--- config.mk ---
export PLATFORM = sky130hd
export DESIGN_NAME = kmeans_2d_lloyd_pass_unit
export DESIGN_NICKNAME = d
export VERILOG_FILES = /design/src/sv/km2d_pkg.sv /design/src/sv/kmeans_2d_lloyd_pass_unit.sv /design/src/sv/km2d_ctrl.sv /design/src/sv/km2d_datapath.sv
export SDC_FILE = /design/constraint.sdc
export NUM_CORES = 2
export LEC_CHECK = 0
export BUFFER_PORTS_ARGS = -buffer_cell sky130_fd_sc_hd__buf_2
export CAP_MARGIN = 20
export CORE_ASPECT_RATIO = 0.8
export CORE_MARGIN = 2
export CORE_UTILIZATION = 25
export CTS_BUF_LIST = sky130_fd_sc_hd__clkbuf_16
export CTS_CLUSTER_DIAMETER = 100
export DETAILED_ROUTE_END_ITERATION = 16
export GPL_ROUTABILITY_DRIVEN = 0
export SLEW_MARGIN = 10
export SYNTH_ARGS = -nofsm -noshare
export SYNTH_HDL_FRONTEND = slang
export SYNTH_SLANG_ARGS = --single-unit
--- constraint.sdc ---
create_clock -name i_clk -period 16.1 [get_ports i_clk]
set_input_delay 2.415 -clock i_clk [delete_from_list [all_inputs] [get_ports i_clk]]
set_output_delay 2.415 -clock i_clk [all_outputs]
set_load 0.01 [all_outputs]
--- src/sv/km2d_pkg.sv ---
// ----------------------------------------------------------------------------
// km2d_pkg
// Shared constants, command codes and controller/datapath interface types
// for the 2-D k-means Lloyd pass unit.
// ----------------------------------------------------------------------------
package km2d_pkg;

    localparam int COORD_BITS       = 16;
    localparam int IDX_BITS         = 3;
    localparam int CMD_BITS         = 2;
    localparam int NCLU_BITS        = 4;
    localparam int MOVE_BITS        = 38;
    localparam int ADDR_BITS        = 4;
    localparam int DATA_BITS        = 64;
    localparam int DEF_MAX_CLUSTERS = 8;
    localparam int DEF_COUNT_BITS   = 24;

    localparam logic [CMD_BITS-1:0] CMD_LOAD  = 2'd0;
    localparam logic [CMD_BITS-1:0] CMD_POINT = 2'd1;
    localparam logic [CMD_BITS-1:0] CMD_READ  = 2'd2;

    localparam logic REG_NUM_CLUSTERS = 1'b0;
    localparam logic REG_THRESHOLD    = 1'b1;
    localparam int   REG_SEL_BIT      = 3;

    localparam logic [NCLU_BITS-1:0] RST_NUM_CLUSTERS = 4'd3;
    localparam logic [MOVE_BITS-1:0] RST_THRESHOLD    = 38'd7;

    typedef enum logic [3:0] {
        OP_NONE,
        OP_CAPTURE,
        OP_LOAD,
        OP_DIST_SQ,
        OP_DIST_CMP,
        OP_ACCUM,
        OP_DIV_INIT,
        OP_DIV_STEP,
        OP_MOVE_SQ,
        OP_MOVE_ADD,
        OP_RESULT
    } t_op;

    typedef struct packed {
        logic is_point;
        logic is_last;
        logic cnt_nz;
        logic out_free;
    } t_sts;

endpackage

--- src/sv/kmeans_2d_lloyd_pass_unit.sv ---
// ----------------------------------------------------------------------------
// kmeans_2d_lloyd_pass_unit
// One Lloyd pass of 2-D k-means in signed Q8.8 with an APB register port.
// ----------------------------------------------------------------------------
// Takes one request at a time and returns one result per request. A load or
// read goes from capture through decode to the result register. A point uses
// one squared-distance unit shared by the k clusters in use, a square step and
// a compare step per centroid. The last point of a pass adds, per nonempty
// cluster in use, a setup step, a 40-step restoring divide of the x and y sums
// in parallel and a movement update (square, then add); an empty one takes only
// the setup step. A new request is taken while a result waits.
// Registers: 0x0 num_clusters (4 bits), 0x8 convergence_threshold (38 bits).
// ----------------------------------------------------------------------------
module kmeans_2d_lloyd_pass_unit import km2d_pkg::*; #(
    parameter  int MAX_CLUSTERS = DEF_MAX_CLUSTERS,
    parameter  int COUNT_BITS   = DEF_COUNT_BITS,
    localparam int CLU_W        = (MAX_CLUSTERS > 1) ? $clog2(MAX_CLUSTERS) : 1,
    localparam int CNT_W        = $clog2(MAX_CLUSTERS + 1)
) (
    input  logic                         i_clk,
    input  logic                         i_rst_n,
    input  logic                         psel,
    input  logic                         penable,
    input  logic                         pwrite,
    input  logic [ADDR_BITS-1:0]         paddr,
    input  logic [DATA_BITS-1:0]         pwdata,
    output logic [DATA_BITS-1:0]         prdata,
    output logic                         pready,
    input  logic                         i_valid,
    output logic                         o_ready,
    input  logic [CMD_BITS-1:0]          i_command,
    input  logic [IDX_BITS-1:0]          i_cluster_index,
    input  logic signed [COORD_BITS-1:0] i_coord_x,
    input  logic signed [COORD_BITS-1:0] i_coord_y,
    input  logic                         i_last_point,
    output logic                         o_valid,
    input  logic                         i_ready,
    output logic [IDX_BITS-1:0]          o_cluster_label,
    output logic [MOVE_BITS-1:0]         o_movement,
    output logic                         o_converged,
    output logic                         o_pass_done,
    output logic signed [COORD_BITS-1:0] o_centroid_x_out,
    output logic signed [COORD_BITS-1:0] o_centroid_y_out
);

    logic [NCLU_BITS-1:0] r_num_clusters;
    logic [MOVE_BITS-1:0] r_threshold;
    t_op                  w_op;
    logic [CLU_W-1:0]     w_addr;
    t_sts                 w_sts;
    logic [CNT_W-1:0]     w_k;

    assign pready = 1'b1;

    always_ff @(posedge i_clk) begin
        if (!i_rst_n) begin
            r_num_clusters <= RST_NUM_CLUSTERS;
            r_threshold    <= RST_THRESHOLD;
        end else if (psel && penable && pwrite) begin
            if (paddr[REG_SEL_BIT] == REG_NUM_CLUSTERS) begin
                r_num_clusters <= pwdata[NCLU_BITS-1:0];
            end else begin
                r_threshold <= pwdata[MOVE_BITS-1:0];
            end
        end
    end

    assign prdata = (paddr[REG_SEL_BIT] == REG_THRESHOLD) ? DATA_BITS'(r_threshold)
                                                          : DATA_BITS'(r_num_clusters);

    km2d_ctrl #(
        .MAX_CLUSTERS (MAX_CLUSTERS),
        .COUNT_BITS   (COUNT_BITS)
    ) u_ctrl (
        .i_clk   (i_clk),
        .i_rst_n (i_rst_n),
        .i_valid (i_valid),
        .o_ready (o_ready),
        .i_sts   (w_sts),
        .i_k     (w_k),
        .o_op    (w_op),
        .o_addr  (w_addr)
    );

    km2d_datapath #(
        .MAX_CLUSTERS (MAX_CLUSTERS),
        .COUNT_BITS   (COUNT_BITS)
    ) u_datapath (
        .i_clk            (i_clk),
        .i_rst_n          (i_rst_n),
        .i_op             (w_op),
        .i_addr           (w_addr),
        .o_sts            (w_sts),
        .o_k              (w_k),
        .i_num_clusters   (r_num_clusters),
        .i_threshold      (r_threshold),
        .i_command        (i_command),
        .i_cluster_index  (i_cluster_index),
        .i_coord_x        (i_coord_x),
        .i_coord_y        (i_coord_y),
        .i_last_point     (i_last_point),
        .i_ready          (i_ready),
        .o_valid          (o_valid),
        .o_cluster_label  (o_cluster_label),
        .o_movement       (o_movement),
        .o_converged      (o_converged),
        .o_pass_done      (o_pass_done),
        .o_centroid_x_out (o_centroid_x_out),
        .o_centroid_y_out (o_centroid_y_out)
    );

endmodule

--- src/sv/km2d_ctrl.sv ---
// ----------------------------------------------------------------------------
// km2d_ctrl
// Sequencer: walks the clusters for labeling, the divider passes on the
// last point of a pass, and the hand-off to the result register.
// ----------------------------------------------------------------------------
module km2d_ctrl import km2d_pkg::*; #(
    parameter  int MAX_CLUSTERS = DEF_MAX_CLUSTERS,
    parameter  int COUNT_BITS   = DEF_COUNT_BITS,
    localparam int CLU_W        = (MAX_CLUSTERS > 1) ? $clog2(MAX_CLUSTERS) : 1,
    localparam int CNT_W        = $clog2(MAX_CLUSTERS + 1),
    localparam int SUM_BITS     = COORD_BITS + COUNT_BITS,
    localparam int STEP_W       = $clog2(SUM_BITS)
) (
    input  logic             i_clk,
    input  logic             i_rst_n,
    input  logic             i_valid,
    output logic             o_ready,
    input  t_sts             i_sts,
    input  logic [CNT_W-1:0] i_k,
    output t_op              o_op,
    output logic [CLU_W-1:0] o_addr
);

    typedef enum logic [3:0] {
        S_IDLE,
        S_DECODE,
        S_DIST_SQ,
        S_DIST_CMP,
        S_ACCUM,
        S_DIV_INIT,
        S_DIV_STEP,
        S_MOVE_SQ,
        S_MOVE_ADD,
        S_RESULT
    } t_state;

    t_state             r_state;
    logic [CLU_W-1:0]   r_clu;
    logic [STEP_W-1:0]  r_step;
    logic               w_clu_last;

    assign w_clu_last = (CNT_W'(r_clu) + CNT_W'(1)) == i_k;
    assign o_addr     = r_clu;
    assign o_ready    = (r_state == S_IDLE);

    always_comb begin
        unique case (r_state)
            S_IDLE:     o_op = OP_CAPTURE;
            S_DECODE:   o_op = OP_LOAD;
            S_DIST_SQ:  o_op = OP_DIST_SQ;
            S_DIST_CMP: o_op = OP_DIST_CMP;
            S_ACCUM:    o_op = OP_ACCUM;
            S_DIV_INIT: o_op = OP_DIV_INIT;
            S_DIV_STEP: o_op = OP_DIV_STEP;
            S_MOVE_SQ:  o_op = OP_MOVE_SQ;
            S_MOVE_ADD: o_op = OP_MOVE_ADD;
            S_RESULT:   o_op = i_sts.out_free ? OP_RESULT : OP_NONE;
            default:    o_op = OP_NONE;
        endcase
    end

    always_ff @(posedge i_clk) begin
        if (!i_rst_n) begin
            r_state <= S_IDLE;
            r_clu   <= '0;
            r_step  <= '0;
        end else begin
            unique case (r_state)
                S_IDLE: begin
                    if (i_valid) begin
                        r_state <= S_DECODE;
                    end
                end
                S_DECODE: begin
                    r_clu <= '0;
                    if (i_sts.is_point) begin
                        r_state <= S_DIST_SQ;
                    end else begin
                        r_state <= S_RESULT;
                    end
                end
                S_DIST_SQ: r_state <= S_DIST_CMP;
                S_DIST_CMP: begin
                    if (w_clu_last) begin
                        r_state <= S_ACCUM;
                    end else begin
                        r_clu   <= r_clu + CLU_W'(1);
                        r_state <= S_DIST_SQ;
                    end
                end
                S_ACCUM: begin
                    r_clu <= '0;
                    if (i_sts.is_last) begin
                        r_state <= S_DIV_INIT;
                    end else begin
                        r_state <= S_RESULT;
                    end
                end
                S_DIV_INIT: begin
                    r_step <= '0;
                    if (i_sts.cnt_nz) begin
                        r_state <= S_DIV_STEP;
                    end else if (w_clu_last) begin
                        r_state <= S_RESULT;
                    end else begin
                        r_clu <= r_clu + CLU_W'(1);
                    end
                end
                S_DIV_STEP: begin
                    r_step <= r_step + STEP_W'(1);
                    if (r_step == STEP_W'(SUM_BITS - 1)) begin
                        r_state <= S_MOVE_SQ;
                    end
                end
                S_MOVE_SQ: r_state <= S_MOVE_ADD;
                S_MOVE_ADD: begin
                    if (w_clu_last) begin
                        r_state <= S_RESULT;
                    end else begin
                        r_clu   <= r_clu + CLU_W'(1);
                        r_state <= S_DIV_INIT;
                    end
                end
                S_RESULT: begin
                    if (i_sts.out_free) begin
                        r_state <= S_IDLE;
                    end
                end
                default: r_state <= S_IDLE;
            endcase
        end
    end

endmodule

--- src/sv/km2d_datapath.sv ---
// ----------------------------------------------------------------------------
// km2d_datapath
// Centroid and accumulator storage, shared squared-difference unit,
// restoring dividers for the centroid update, and the result register.
// ----------------------------------------------------------------------------
module km2d_datapath import km2d_pkg::*; #(
    parameter  int MAX_CLUSTERS = DEF_MAX_CLUSTERS,
    parameter  int COUNT_BITS   = DEF_COUNT_BITS,
    localparam int CLU_W        = (MAX_CLUSTERS > 1) ? $clog2(MAX_CLUSTERS) : 1,
    localparam int CNT_W        = $clog2(MAX_CLUSTERS + 1),
    localparam int SUM_BITS     = COORD_BITS + COUNT_BITS
) (
    input  logic                         i_clk,
    input  logic                         i_rst_n,
    input  t_op                          i_op,
    input  logic [CLU_W-1:0]             i_addr,
    output t_sts                         o_sts,
    output logic [CNT_W-1:0]             o_k,
    input  logic [NCLU_BITS-1:0]         i_num_clusters,
    input  logic [MOVE_BITS-1:0]         i_threshold,
    input  logic [CMD_BITS-1:0]          i_command,
    input  logic [IDX_BITS-1:0]          i_cluster_index,
    input  logic signed [COORD_BITS-1:0] i_coord_x,
    input  logic signed [COORD_BITS-1:0] i_coord_y,
    input  logic                         i_last_point,
    input  logic                         i_ready,
    output logic                         o_valid,
    output logic [IDX_BITS-1:0]          o_cluster_label,
    output logic [MOVE_BITS-1:0]         o_movement,
    output logic                         o_converged,
    output logic                         o_pass_done,
    output logic signed [COORD_BITS-1:0] o_centroid_x_out,
    output logic signed [COORD_BITS-1:0] o_centroid_y_out
);

    localparam int SQ_W   = 2 * COORD_BITS + 2;
    localparam int DIST_W = SQ_W + 1;
    localparam logic [COUNT_BITS-1:0] COUNT_MAX = '1;

    typedef logic signed [COORD_BITS-1:0] t_coord;
    typedef logic signed [SUM_BITS-1:0]   t_sum;

    logic [CMD_BITS-1:0]   r_cmd;
    logic [IDX_BITS-1:0]   r_idx;
    t_coord                r_px;
    t_coord                r_py;
    logic                  r_last;

    t_coord                r_cx  [MAX_CLUSTERS];
    t_coord                r_cy  [MAX_CLUSTERS];
    t_sum                  r_sx  [MAX_CLUSTERS];
    t_sum                  r_sy  [MAX_CLUSTERS];
    logic [COUNT_BITS-1:0] r_cnt [MAX_CLUSTERS];

    logic [SQ_W-1:0]       r_sqx;
    logic [SQ_W-1:0]       r_sqy;
    logic [CLU_W-1:0]      r_best;
    logic [DIST_W-1:0]     r_bestd;
    logic [MOVE_BITS-1:0]  r_move;

    logic [COUNT_BITS-1:0] r_remx;
    logic [COUNT_BITS-1:0] r_remy;
    logic [SUM_BITS-1:0]   r_qx;
    logic [SUM_BITS-1:0]   r_qy;
    logic                  r_negx;
    logic                  r_negy;

    logic                  r_ovalid;

    logic [CLU_W-1:0]      w_idx;
    logic                  w_idx_ok;
    logic                  w_is_point;
    logic [SUM_BITS-1:0]   w_qxs;
    logic [SUM_BITS-1:0]   w_qys;
    t_coord                w_nx;
    t_coord                w_ny;
    t_coord                w_ax;
    t_coord                w_ay;
    logic signed [COORD_BITS:0] w_dx;
    logic signed [COORD_BITS:0] w_dy;
    logic [COORD_BITS:0]   w_mx;
    logic [COORD_BITS:0]   w_my;
    logic [SQ_W-1:0]       w_sqx;
    logic [SQ_W-1:0]       w_sqy;
    logic [DIST_W-1:0]     w_dist;
    logic [MOVE_BITS:0]    w_tot;
    logic [SUM_BITS-1:0]   w_sxu;
    logic [SUM_BITS-1:0]   w_syu;
    logic [COUNT_BITS-1:0] w_div;
    logic [COUNT_BITS:0]   w_tx;
    logic [COUNT_BITS:0]   w_ty;
    logic                  w_gex;
    logic                  w_gey;
    logic                  w_out_free;

    assign w_idx      = CLU_W'(r_idx);
    assign w_idx_ok   = (int'(r_idx) < MAX_CLUSTERS);
    assign w_is_point = (r_cmd == CMD_POINT);
    assign w_out_free = !r_ovalid || i_ready;

    always_comb begin
        if (i_num_clusters == '0) begin
            o_k = CNT_W'(1);
        end else if (int'(i_num_clusters) > MAX_CLUSTERS) begin
            o_k = CNT_W'(MAX_CLUSTERS);
        end else begin
            o_k = CNT_W'(i_num_clusters);
        end
    end

    assign o_sts.is_point = w_is_point;
    assign o_sts.is_last  = r_last;
    assign o_sts.cnt_nz   = (r_cnt[i_addr] != '0);
    assign o_sts.out_free = w_out_free;

    assign w_qxs = r_negx ? (~r_qx + 1'b1) : r_qx;
    assign w_qys = r_negy ? (~r_qy + 1'b1) : r_qy;
    assign w_nx  = w_qxs[COORD_BITS-1:0];
    assign w_ny  = w_qys[COORD_BITS-1:0];

    assign w_ax = (i_op == OP_MOVE_SQ) ? w_nx : r_px;
    assign w_ay = (i_op == OP_MOVE_SQ) ? w_ny : r_py;
    assign w_dx = (COORD_BITS+1)'(w_ax) - (COORD_BITS+1)'(r_cx[i_addr]);
    assign w_dy = (COORD_BITS+1)'(w_ay) - (COORD_BITS+1)'(r_cy[i_addr]);
    assign w_mx = w_dx[COORD_BITS] ? (~w_dx + 1'b1) : w_dx;
    assign w_my = w_dy[COORD_BITS] ? (~w_dy + 1'b1) : w_dy;
    assign w_sqx = SQ_W'(w_mx) * SQ_W'(w_mx);
    assign w_sqy = SQ_W'(w_my) * SQ_W'(w_my);
    assign w_dist = DIST_W'(r_sqx) + DIST_W'(r_sqy);
    assign w_tot  = (MOVE_BITS+1)'(r_move) + (MOVE_BITS+1)'(w_dist);

    assign w_sxu = r_sx[i_addr];
    assign w_syu = r_sy[i_addr];
    assign w_div = r_cnt[i_addr];
    assign w_tx  = {r_remx, r_qx[SUM_BITS-1]};
    assign w_ty  = {r_remy, r_qy[SUM_BITS-1]};
    assign w_gex = (w_tx >= {1'b0, w_div});
    assign w_gey = (w_ty >= {1'b0, w_div});

    always_ff @(posedge i_clk) begin
        if (!i_rst_n) begin
            for (int i = 0; i < MAX_CLUSTERS; i++) begin
                r_cx[i]  <= '0;
                r_cy[i]  <= '0;
                r_sx[i]  <= '0;
                r_sy[i]  <= '0;
                r_cnt[i] <= '0;
            end
        end else begin
            unique case (i_op)
                OP_LOAD: begin
                    if (r_cmd == CMD_LOAD && w_idx_ok) begin
                        r_cx[w_idx] <= r_px;
                        r_cy[w_idx] <= r_py;
                    end
                end
                OP_ACCUM: begin
                    if (r_cnt[r_best] != COUNT_MAX) begin
                        r_sx[r_best]  <= r_sx[r_best] + t_sum'(r_px);
                        r_sy[r_best]  <= r_sy[r_best] + t_sum'(r_py);
                        r_cnt[r_best] <= r_cnt[r_best] + COUNT_BITS'(1);
                    end
                end
                OP_MOVE_ADD: begin
                    r_cx[i_addr] <= w_nx;
                    r_cy[i_addr] <= w_ny;
                end
                OP_RESULT: begin
                    if (w_is_point && r_last) begin
                        for (int i = 0; i < MAX_CLUSTERS; i++) begin
                            r_sx[i]  <= '0;
                            r_sy[i]  <= '0;
                            r_cnt[i] <= '0;
                        end
                    end
                end
                default: begin
                end
            endcase
        end
    end

    always_ff @(posedge i_clk) begin
        unique case (i_op)
            OP_CAPTURE: begin
                r_cmd  <= i_command;
                r_idx  <= i_cluster_index;
                r_px   <= i_coord_x;
                r_py   <= i_coord_y;
                r_last <= i_last_point;
                r_move <= '0;
            end
            OP_DIST_SQ, OP_MOVE_SQ: begin
                r_sqx <= w_sqx;
                r_sqy <= w_sqy;
            end
            OP_DIST_CMP: begin
                if (i_addr == '0 || w_dist < r_bestd) begin
                    r_bestd <= w_dist;
                    r_best  <= i_addr;
                end
            end
            OP_DIV_INIT: begin
                r_remx <= '0;
                r_remy <= '0;
                r_negx <= w_sxu[SUM_BITS-1];
                r_negy <= w_syu[SUM_BITS-1];
                r_qx   <= w_sxu[SUM_BITS-1] ? (~w_sxu + 1'b1) : w_sxu;
                r_qy   <= w_syu[SUM_BITS-1] ? (~w_syu + 1'b1) : w_syu;
            end
            OP_DIV_STEP: begin
                r_remx <= w_gex ? COUNT_BITS'(w_tx - {1'b0, w_div}) : w_tx[COUNT_BITS-1:0];
                r_remy <= w_gey ? COUNT_BITS'(w_ty - {1'b0, w_div}) : w_ty[COUNT_BITS-1:0];
                r_qx   <= {r_qx[SUM_BITS-2:0], w_gex};
                r_qy   <= {r_qy[SUM_BITS-2:0], w_gey};
            end
            OP_MOVE_ADD: begin
                r_move <= w_tot[MOVE_BITS] ? '1 : w_tot[MOVE_BITS-1:0];
            end
            default: begin
            end
        endcase
    end

    always_ff @(posedge i_clk) begin
        if (!i_rst_n) begin
            r_ovalid <= 1'b0;
        end else if (i_op == OP_RESULT) begin
            r_ovalid <= 1'b1;
        end else if (i_ready) begin
            r_ovalid <= 1'b0;
        end
    end

    always_ff @(posedge i_clk) begin
        if (i_op == OP_RESULT) begin
            o_cluster_label  <= w_is_point ? IDX_BITS'(r_best) : '0;
            o_movement       <= (w_is_point && r_last) ? r_move : '0;
            o_converged      <= w_is_point && r_last && (r_move < i_threshold);
            o_pass_done      <= w_is_point && r_last;
            o_centroid_x_out <= (r_cmd == CMD_READ && w_idx_ok) ? r_cx[w_idx] : '0;
            o_centroid_y_out <= (r_cmd == CMD_READ && w_idx_ok) ? r_cy[w_idx] : '0;
        end
    end

    assign o_valid = r_ovalid;

endmodule
; ---- Word level (Yosys, flattened, before mapping)
; Memory sizes are Yosys's and may differ from the RTL's. A register that Yosys moved wholly into a read port is not among the register bits.
; Index checks and enable logic that the tools add are counted.
[word_totals]
memories = 5
regBits = 411
output_inout_bits = 142
ramBits = 1088
word_cells = 261
inputBits = 113
[op_classes]
reduce_logical = 34
multipliers = 2
eq_ne = 29
n_bitwise = 31
addsub = 18
mux = 111
n_lt_le_gt_ge = 5
[mem_list]
columns = name, depth, word_bits, read_ports, rd_clocked_by_memory_dff, wr, line
row1 = u_datapath.r_sx, 8, 40, 2, 2, 8, km2d_datapath.sv:51  ; t_sum r_sx [MAX_CLUSTERS];
row2 = u_datapath.r_sy, 8, 40, 2, 2, 8, km2d_datapath.sv:52  ; t_sum r_sy [MAX_CLUSTERS];
row3 = u_datapath.r_cnt, 8, 24, 2, 2, 8, km2d_datapath.sv:53  ; logic [COUNT_BITS-1:0] r_cnt [MAX_CLUSTERS];
row4 = u_datapath.r_cx, 8, 16, 2, 2, 8, km2d_datapath.sv:49  ; t_coord r_cx [MAX_CLUSTERS];
row5 = u_datapath.r_cy, 8, 16, 2, 2, 8, km2d_datapath.sv:50  ; t_coord r_cy [MAX_CLUSTERS];
[ops]
columns = cell, count
row1 = $mux 40, 20
row2 = $mux 24, 11
row3 = $pmux 40 s2, 2
row4 = $mux 16, 8
row5 = $pmux 24 s2, 2
row6 = $add 40x1->40 const B, 2
row7 = $add 40x16->40, 2
row8 = $not 40->40, 2
row9 = $pmux 4 s10, 2
row10 = $reduce_or 40->1, 2
row11 = $mux 38, 2
row12 = $pmux 38 s2, 1
row13 = $mux 3, 23
row14 = $mul 17x17->34, 2
row15 = $reduce_or 16->1, 4
row16 = $ge 25x24->1, 2
row17 = $sub 24x24->24, 2
row18 = $mux 4, 11
row19 = $add 38x35->39, 1
row20 = $lt 38x38->1, 1
row21 = $add 34x34->35, 1
row22 = $lt 35x35->1, 1
row23 = $add 17x1->17 const B, 2
row24 = $mux 17, 2
row25 = 39 further kinds, 122

; ---- Longest topological paths before layout
[depth]
word_depth = 11
ltp_mapped = 53

; ---- Cells and area by module
; A second synthesis with hierarchy kept.
[hier_totals]
cells_unflattened = 8782
area_unflattened_um2 = 103474.2
[modules_own_cells]
columns = mod, cells_each, area_per_inst_um2, n_inst, seq_area_each_um2
row1 = km2d_datapath, 8398, 100249.9, 1, 44312.5
row2 = kmeans_2d_lloyd_pass_unit, 252, 2198.4, 1, 840.8
row3 = km2d_ctrl, 132, 1026.0, 1, 260.2

; ---- Worst setup path before layout
; OpenSTA, ideal clock, no wires.
[synth_path]
kind = register -> register
startpoint = register (tool-made name)
endpoint = register u_datapath.r_sqx[32] (data pin)
path_stages_with_launch = 51
t_arrival_ns = 11.491
setup_slack_ns = 4.350
n_path_buf = 11
required_ns = 15.842
path_cell_list = dfxtp_1 -> buf_6 -> buf_6 -> buf_6 -> buf_6 -> buf_4 -> buf_6 -> buf_4 -> buf_4 -> buf_2 -> buf_2 -> mux4_2 -> mux2i_1 -> ha_1 -> nor2b_1 -> o31a_1 -> o21ai_0 -> nand2b_1 -> [... 15 more ...] -> fa_1 -> fa_1 -> inv_1 -> fa_1 -> inv_1 -> ha_1 -> a21oi_1 -> o21ai_0 -> a221oi_1 -> o21ai_0 -> o31ai_1 -> o31ai_1 -> o41ai_1 -> o21ai_0 -> o21a_1 -> o21ai_0 -> nand2b_1 -> xor2_1
[synth_lines]
columns = item, line
row1 = end signal: assignment, km2d_datapath.sv:194  ; r_sqx <= w_sqx;
row2 = end: declaration, km2d_datapath.sv:55  ; logic [SQ_W-1:0] r_sqx;

; ---- Worst setup path in the final report
[layout_path]
startpoint = register u_ctrl.r_state[0]
endpoint = register u_datapath.r_sqx[32] (data pin)
[layout_via]
elab_chain_cells = 9
word_cells_on_any_way = 18
[layout_rtl]
columns = item, line
row1 = start: declaration, km2d_ctrl.sv:37  ; t_state r_state;
row2 = start signal: assignment, km2d_ctrl.sv:64  ; r_state <= S_IDLE;
row3 = start signal: assignment, km2d_ctrl.sv:71  ; r_state <= S_DECODE;
row4 = start signal: assignment, km2d_ctrl.sv:77  ; r_state <= S_DIST_SQ;
row5 = $eq 4x4->1 (tied with other cells), km2d_ctrl.sv:47  ; unique case (r_state)
row6 = $pmux 4 s10 (*), km2d_ctrl.sv:47
row7 = $eq 4x4->1 (*), km2d_datapath.sv:121  ; assign w_ax = (i_op == OP_MOVE_SQ) ? w_nx : r_px;
row8 = $mux 16 (*), km2d_datapath.sv:121
row9 = $sub 16x16->17 (*), km2d_datapath.sv:123  ; assign w_dx = (COORD_BITS+1)'(w_ax) - (COORD_BITS+1)'(r_cx[i_addr]);
row10 = $not 17->17, km2d_datapath.sv:125  ; assign w_mx = w_dx[COORD_BITS] ? (~w_dx + 1'b1) : w_dx;
row11 = $add 17x1->17, km2d_datapath.sv:125
row12 = $mux 17 (*), km2d_datapath.sv:125
row13 = $mul 17x17->34 (*), km2d_datapath.sv:127  ; assign w_sqx = SQ_W'(w_mx) * SQ_W'(w_mx);
row14 = via u_datapath.w_sqx[32], km2d_datapath.sv:83  ; logic [SQ_W-1:0] w_sqx;
; Mark *: on every way through the listed nets, which the timed path passes. The rest lies on a longest branch.
; A chain may end at the register's enable or synchronous reset.

==> out/results.tsv <==
metric	value	unit
DRT Pass-1 Iters	5	
CP Launch Type	flop	
ranking of synthesized cells by area	edfxtp_1, mux4_2, fa_1	
core footprint	0.409	mm²
via/cell ratio	4.85	
Std-Cell Rows	210	
final setup TNS	0	ns
f_max	0.0750	GHz
Setup crit end kind	flop	
Most used DFF post-synth	edfxtp_1	
Final ANT Viol Nets	0	
slew margin rel.	24.4	%
register bit count reported by yosys	1535	
Mean Syn Cell Area	11.9	µm²
PortBufs	198	
Max Cap Viol	0	
min-delay worst type	reg2reg	
Root Driver	clkbuf_16	
setup bufs post-CTS	0	
Worst Tran Pin Value	1.12	ns
post-synthesis adder-cell area fraction	14.0	%
mux contribution to synthesized area	15.4	%
Synth area leader	edfxtp_1	
Worst Path Arrival	13.90	ns
WL final	303000	µm
top cells by count, synth	nor2_1, edfxtp_1, inv_1	
worst-path fanout max	38	
Post-synth ARST share	0	%
clk slew on worst S/H paths	0.06	ns
hold_buf cts	0	
# setup viols final	0	
# IOs	255	
vias in the first global route	68100	
Routed wire per std cell	21.3	µm
Initial Util	25.1	%
status	complete, no violations	
Synth Cell Area	0.103	mm²
Syn Inst Count	8607	
Post-DP HPWL	202000	µm
post-synthesis sequential area ratio	44.3	%
Yosys top cell area share	43.1	%
number of flops mapped to enable cells by yosys	1473	
crit share post-route	82.9	%
htree depth	4	
top-count cell post-synth	nor2_1	
Layout Skew	0.123	ns
synth warn	0	
CP max-delay cell	dfxtp_1	
XOR/XNOR Fraction of Synth Area	3.62	%
first-iteration detailed-routing DRC count	6563	
largest net degree at the start of global routing	88	
Synth Area in Compound Gates	6.83	%
Req. time, crit path	16.66	ns
share of layout cells above drive strength 1	14.4	%
RSZ-0062 raised after global routing	no	
Distinct cells, synth	102	
first-pass GRT wire length	450000	µm
CTS Buf Count	164	
CTS tree	built	
post_cts resized	0	
CTS max path bufs	4	
initial antenna violation count	12	
CP max stage delay	0.79	ns
die width	720	µm
aggregate global routing overflow	0	
crit path time final	13.34	ns
clk_lat worst skew	0.88	ns
Hold Fails Final Rpt	0	
Synth Area in Simple Gates	10.9	%
area growth from synthesis to layout	11.7	%
full die area	0.416	mm²
Final Max Tran Viols	0	
main combinational cell family by area after synthesis	multiplexers	
DRC viols	0	
Die Ht	577	µm
layout net count	9736	
clock tree sinks	1535	
vias	69100	
critical path class	reg2reg	
Overall Global Routing Usage	14.2	%
metal layers:
layer / vias up / track usage [%] / share of wire (%)
li1: 31000 / - / -
met1: 35200 / 20.4 / 45
met2: 2501 / 22.3 / 45
met3: 354 / 2.38 / 7.6
met4: 0 / 3.35 / 2.3
met5: - / 0 / 0
sequential cells by signal, indices dropped and copies added (netlist names), 16 cells and up, named ones only:
register and flops:
u_datapath.r_sqx 33, u_datapath.o_centroid_y_out 16, u_datapath.r_remx 24, u_datapath.r_move 38, u_datapath.o_movement 38, u_datapath.r_px 16
u_datapath.r_cx 128, u_datapath.o_centroid_x_out 16, u_datapath.r_remy 24, u_datapath.r_sx 320, u_datapath.r_cnt 192, u_datapath.r_bestd 35
u_datapath.r_cy 128, u_datapath.r_sy 320, u_datapath.r_py 16, r_threshold 38, u_datapath.r_sqy 33, u_datapath.r_qx 40
u_datapath.r_qy 40
per-stage QoR:
stage | hold WS, ns | std cells | setup slack, ns | area, µm² | utilization (%)
after floorplan | 0.406 | 8657 | 4.35 | 103000 | -
after global placement | 0.465 | 14000 | 3.12 | 109000 | 26.8
after detailed placement | 0.468 | 14000 | 3.04 | 109000 | 26.8
after CTS | 0.477 | 14200 | 2.99 | 115000 | 28.0
after global routing | 0.502 | 14200 | 1.96 | 115000 | 28.0
final | 0.478 | 14200 | 2.76 | 115000 | 28.0
area by class of cell:
type,instances,area [µm²]
inverter,689,2590
multi-input combinational,5987,52500
tap,5406,6760
sequential,1535,45500
clock buffer,169,4230
timing repair buffer,337,2120
antenna,7,17.5
clock inverter,119,922
fill,42000,294000
critical path, delay by kind of cell, from the launching register on:
kind,cells,cell delay (ns)
xor gates and xnor gates,3,1.35
and+or+nand+nor,7,2.41
buffers and inverters,7,1.00
DFF,1,0.79
AOI/OAI and AO/OA,13,3.34
adders and majority gates,9,4.12
kinds of logic after synthesis:
family,after synthesis
xor gates and xnor gates,424
other,2
muxes,877
buffers and inverters,1135
adders and majority gates,909
DFF,1535
and+or+nand+nor,2609
AOI/OAI and AO/OA,1116
final timing paths:
kind | startpoint | endpoint | slack, ns | cells past startpoint
min reg2reg | r_threshold[31] | r_threshold[31] | 0.48 | 2
min | r_threshold[31] | r_threshold[31] | 0.48 | 2
max reg2reg | u_ctrl.r_state[0] | u_datapath.r_sqx[32] | 2.76 | 39
max | u_ctrl.r_state[0] | u_datapath.r_sqx[32] | 2.76 | 39
cell usage in the layout, fill, tap and decap left out, types with 36 or more instances in the layout:
master     instances
conb_1            52
a21boi_0          51
clkinv_1          36
ha_1             516
clkbuf_16        169
and2_1            64
edfxtp_1        1473
nand2b_1          71
nand4_1           44
dfxtp_1           56
nor3_1            79
mux2i_1          235
buf_2            200
o21ai_0          240
a21o_1           167
xnor2_1          224
xor2_1           200
nor2b_1           58
nand3_1           66
fa_1             393
nand2_1          499
mux2_2            95
and3_1            78
mux4_2           521
o21a_1            43
buf_4            130
a21oi_1          337
nor2_1          1512
inv_1            718
Power is left out: the tool's default activity adds up to more than one toggle a clock period on the data nets, which glitch-free logic cannot reach.
